==> config.mk <==
export PLATFORM = sky130hd
export DESIGN_NAME = dq_cmd_fifo
export DESIGN_NICKNAME = d
export VERILOG_FILES = /design/src/dq_pkg.sv /design/src/dq_cmd_fifo.sv
export SDC_FILE = /design/constraint.sdc
export NUM_CORES = 1
export LEC_CHECK = 0
export BUFFER_PORTS_ARGS = -buffer_cell sky130_fd_sc_hd__buf_2
export CORE_MARGIN = 4
export CORE_UTILIZATION = 40
export DETAILED_ROUTE_END_ITERATION = 8
export HOLD_SLACK_MARGIN = 0.05
export PLACE_DENSITY = 0.77
export SLEW_MARGIN = 10
export SYNTH_ARGS = -nofsm -noshare
export SYNTH_HDL_FRONTEND = slang
export SYNTH_SLANG_ARGS = --single-unit
==> constraint.sdc <==
create_clock -name clk -period 2.8 [get_ports clk]
set_clock_uncertainty 0.15 [all_clocks]
set_input_delay 0.7 -clock clk [delete_from_list [all_inputs] [get_ports clk]]
set_output_delay 0.7 -clock clk [all_outputs]
set_load 0.005 [all_outputs]
==> src/dq_pkg.sv <==
package dq_pkg;

  // Ring store geometry
  localparam int DEPTH = 1024;
  localparam int AW    = (DEPTH > 1) ? $clog2(DEPTH) : 1;
  localparam int CW    = $clog2(DEPTH + 1);

  // Command queue between front and back
  localparam int CMDQ_DEPTH = 2;
  localparam int QAW        = (CMDQ_DEPTH > 1) ? $clog2(CMDQ_DEPTH) : 1;
  localparam int QCW        = $clog2(CMDQ_DEPTH + 1);

  // Mode codes on the input word
  localparam logic [2:0] MODE_PUSH_FRONT = 3'd0;
  localparam logic [2:0] MODE_PUSH_BACK  = 3'd1;
  localparam logic [2:0] MODE_POP_FRONT  = 3'd2;
  localparam logic [2:0] MODE_POP_BACK   = 3'd3;
  localparam logic [2:0] MODE_PEEK_FRONT = 3'd4;
  localparam logic [2:0] MODE_PEEK_BACK  = 3'd5;
  localparam logic [2:0] MODE_SIZE       = 3'd6;
  localparam logic [2:0] MODE_EMPTY      = 3'd7;

  typedef enum logic [1:0] {
    ST_OK    = 2'd0,
    ST_EMPTY = 2'd1,
    ST_FULL  = 2'd2
  } status_t;

  typedef enum logic [1:0] {
    KIND_PUSH,
    KIND_READ,
    KIND_SIZE,
    KIND_EMPTY
  } kind_t;

  typedef struct packed {
    kind_t       kind;
    logic        at_front;
    logic        remove;
    logic [31:0] value;
  } cmd_t;

  // (a + b) mod DEPTH for a < DEPTH, b <= DEPTH
  function automatic logic [AW-1:0] ring_add(input logic [AW-1:0] a,
                                             input logic [CW-1:0] b);
    logic [CW:0] s;
    s = (CW+1)'(a) + (CW+1)'(b);
    if (s >= (CW+1)'(DEPTH)) s = s - (CW+1)'(DEPTH);
    return s[AW-1:0];
  endfunction

endpackage

==> src/dq_cmd_fifo.sv <==
module dq_cmd_fifo (
  input  logic         clk,
  input  logic         rst_n,
  input  logic         wr,
  input  dq_pkg::cmd_t wr_cmd,
  output logic         full,
  output logic         rd_valid,
  output dq_pkg::cmd_t rd_cmd,
  input  logic         pop
);

  dq_pkg::cmd_t               slots_r [dq_pkg::CMDQ_DEPTH];
  logic [dq_pkg::QAW-1:0]     wr_ptr_r, wr_ptr_nxt;
  logic [dq_pkg::QAW-1:0]     rd_ptr_r, rd_ptr_nxt;
  logic [dq_pkg::QCW-1:0]     cnt_r, cnt_nxt;

  function automatic logic [dq_pkg::QAW-1:0] bump(input logic [dq_pkg::QAW-1:0] p);
    return (p == dq_pkg::QAW'(dq_pkg::CMDQ_DEPTH - 1)) ? '0 : p + 1'b1;
  endfunction

  assign full     = (cnt_r == dq_pkg::QCW'(dq_pkg::CMDQ_DEPTH));
  assign rd_valid = (cnt_r != '0);
  assign rd_cmd   = slots_r[rd_ptr_r];

  always_comb begin
    wr_ptr_nxt = wr ? bump(wr_ptr_r) : wr_ptr_r;
    rd_ptr_nxt = pop ? bump(rd_ptr_r) : rd_ptr_r;
    cnt_nxt    = cnt_r;
    if (wr && !pop) cnt_nxt = cnt_r + 1'b1;
    else if (!wr && pop) cnt_nxt = cnt_r - 1'b1;
  end

  always_ff @(posedge clk) begin
    if (!rst_n) begin
      wr_ptr_r <= '0;
      rd_ptr_r <= '0;
      cnt_r    <= '0;
    end else begin
      wr_ptr_r <= wr_ptr_nxt;
      rd_ptr_r <= rd_ptr_nxt;
      cnt_r    <= cnt_nxt;
    end
  end

  always_ff @(posedge clk) begin
    if (wr) slots_r[wr_ptr_r] <= wr_cmd;
  end

endmodule

==> impl_metrics.ini <==
[drt]
wirelength_mm = 4.84
avgViaCountPerCell = 4.55
drt-initial-drc-count = 52
vias = 1464
wl_per_cell_um = 15.0
drt.antenna.violating_nets = 0
firstDrtPassIters = 2
drcViolationCount = 0

[placement]
port_buffers = 77
dp_hpwl_mm = 3.25
finalWeightedCongestion = 0.666

[clock_tree]
cts_max_path_buffers = 2
path_clk_slew_ns = 0.07
cts_tree = yes
post-cts-setup-buffer-count = 0
insertion_delay_ns = 0.33
numCtsBuffers = 9
cts_hold_buffers = 0
cts_sinks = 77
post_cts_resized = 0
cts_root_buf = clkbuf_8
h-tree-depth = 3

[global_routing]
grt_max_degree = 38
overflow = 0
grtUsageTotal_pct = 12.0
grt_pass1_wl_mm = 7.67
grt_pass1_vias = 1561
antenna_found_initial = 0

[logic_synthesis]
syn_nets = 175
synthSimpleGateAreaFrac_pct = 2.08
synth_mux_area_share_pct = 14.3
synth-seq-area-share_pct = 80.0
syn_avg_cell_area_um2 = 21.1
synth_top_family_by_area = multiplexers
synth_compound_area_share_pct = 0.708
synth-xor-area-share_pct = 0.929
syn_inst = 134
synth_cell_types = 17
ys_ff_latch = 77
yosysWarnings = 0
synth_fa_ha_area_share_pct = 0.442
syn_area_um2 = 2830

[power_and_ir_drop]
seqPwrFrac_pct = 59.4
peakVddDrop_mv = 0.347
p_int_mw = 1.78
leakage_nw = 1.33
sw_frac_of_total_pct = 21.7
switchingPower_mw = 0.495
clkPwrFrac_pct = 29.9
power_density_nw_per_um2 = 646
pwr-share-comb_pct = 10.7

[timing]
hold_viol = 0
relSlewSlack_pct = 74.6
fmax_mhz = 405
hold_slack_ns = 0.361
setup_viol = 0
fin_crit_sh_pct = 88.1
fin_crit_ns = 2.47
slew_viol_final = 0
worst_pin_slew_ns = 0.380
fin_setup_tns_ns = 0
rsz0062_at_grt = false

[cells_and_area]
diodes = 0
area_growth_pct = 24.6
nets = 262
drive_gt1_share_pct = 59.7

[die]
core_area_um2 = 6830
die_x_um = 92.1
fp-row-count = 30
dieArea_um2 = 8480
pin_count = 78
fp.dieH_um = 92.1
start_util_pct = 41.4

[worst_setup_path]
crit_path_cell_trace = buf_12 > mux2_2 > buf_2
worstSetupPathType = flop to output pin
cp_max_fo = 23
startpoint_type = flop
required_ns = 1.95
cp.arrival_ns = 1.62
reg2reg_slack_ns = 1.53
cpMaxStageDelayCell = dfxtp_2
worstReg2RegStart = wr_ptr_r$_SDFFE_PN0P_
r2r_cells = 2
end_kind = output pin
slowest_delay_ns = 0.57
path_delay_family = flip-flops
rr_endpoint = slots_r[1][17]$_DFFE_PP_
cp_num_buf_inv = 2

[worst_hold_path]
whs_path_depth = 2
hold_path_class = flop to flop
hold_start = cnt_r[1]$_SDFFE_PN0P_
hold-path-endpoint = cnt_r[1]$_SDFFE_PN0P_

[flow_run]
maxCapViolations = 0

[run_status]
outcome = finished, final reports clean
final cells by class:
class,count,area (µm²)
sequential,77,2260
clock buffer,11,131
tap,96,120
timing repair buffer,80,445
fill,588,3310
multi-input combinational,52,532
inverter,1,3.75
clock inverter,5,27.5
cell usage in the layout (no fill, tap or decap):
cell type and instances:
clkbuf_1 2, clkinv_2 4, xor2_1 2, nor2b_1 1, a21boi_1 1, xnor2_1 1
mux2_2 36, edfxtp_1 72, or3_1 1, buf_12 3, or2_2 1, and2_2 1
buf_2 77, clkbuf_8 9, clkinvlp_4 1, and2_1 3, ha_1 1, nor2b_4 1
dfxtp_1 4, inv_1 1, and2b_2 1, o21ai_0 1, dfxtp_2 1, o21a_1 1
per-layer routing:
layer	wire length, µm	part of all wire, %	GRT usage [%]
met5	0	0	0
met2	2320	48	19.7
met4	68	1.4	5.57
met1	2030	42	13.9
met3	428	8.8	4.68
state kept, by name (all words and copies together) (netlist names), named ones only:
register / cells
slots_r: 72
rd_ptr_r: 1
cnt_r: 2
wr_ptr_r: 1
synthesized netlist by cell type, drive strengths merged:
cell	instances	area share [%]
or3	1	0.22
and2b	1	0.31
o21a	1	0.27
a21boi	1	0.27
o21ai	1	0.18
dfxtp	5	3.5
xnor2	1	0.31
or2	1	0.22
buf	4	1.4
and2	4	0.88
inv	1	0.13
mux2	36	14
ha	1	0.44
xor2	2	0.62
edfxtp	72	76
nor2b	2	0.44
stage by stage:
step	utilization (%)	cell area [µm²]	instances	total power, mW	worst slack [ns]
detailed placement	49.2	3360	306	1.63	0.665
finish	51.6	3520	322	2.27	0.334
global placement	49.2	3360	306	1.62	0.689
floorplan	-	2830	134	1.50	0.548
global route	51.6	3520	322	2.39	0.244
CTS	51.6	3520	322	2.32	0.292
worst max path at each step:
stage                     startpoint                 endpoint  slack, ns  depth (start not counted)
after floorplan                   wr  slots_r[0][0]$_DFFE_PP_       0.55                          1
after global placement          flop               rd_cmd[11]       0.69                          3
after detailed placement        flop               rd_cmd[11]       0.66                          3
after CTS                       flop               rd_cmd[11]       0.29                          3
after global routing            flop               rd_cmd[11]       0.24                          3
final                           flop               rd_cmd[11]       0.33                          3
power by group through the flow:
stage,Combinational (mW),Sequential (mW),Clock [mW]
finish,0.242,1.35,0.680
global route,0.267,1.36,0.762
CTS,0.249,1.35,0.714
detailed placement,0.247,1.38,0
global placement,0.242,1.38,0
floorplan,0.139,1.36,0
cell families after synthesis:
family | count (synthesis)
buffers and inverters | 5
flip-flops | 77
XOR/XNOR | 3
AND/OR/NAND/NOR | 9
multiplexers | 36
adder cells (fa/ha/maj) | 1
AO/OA/AOI/OAI | 3
tightest hold or removal path, stage by stage, from the launching register on:
cell and delay [ns]:
dfxtp_1 0.33, o21ai_0 0.07, a21boi_1 0.06
Power figures use the tool's default switching activity.
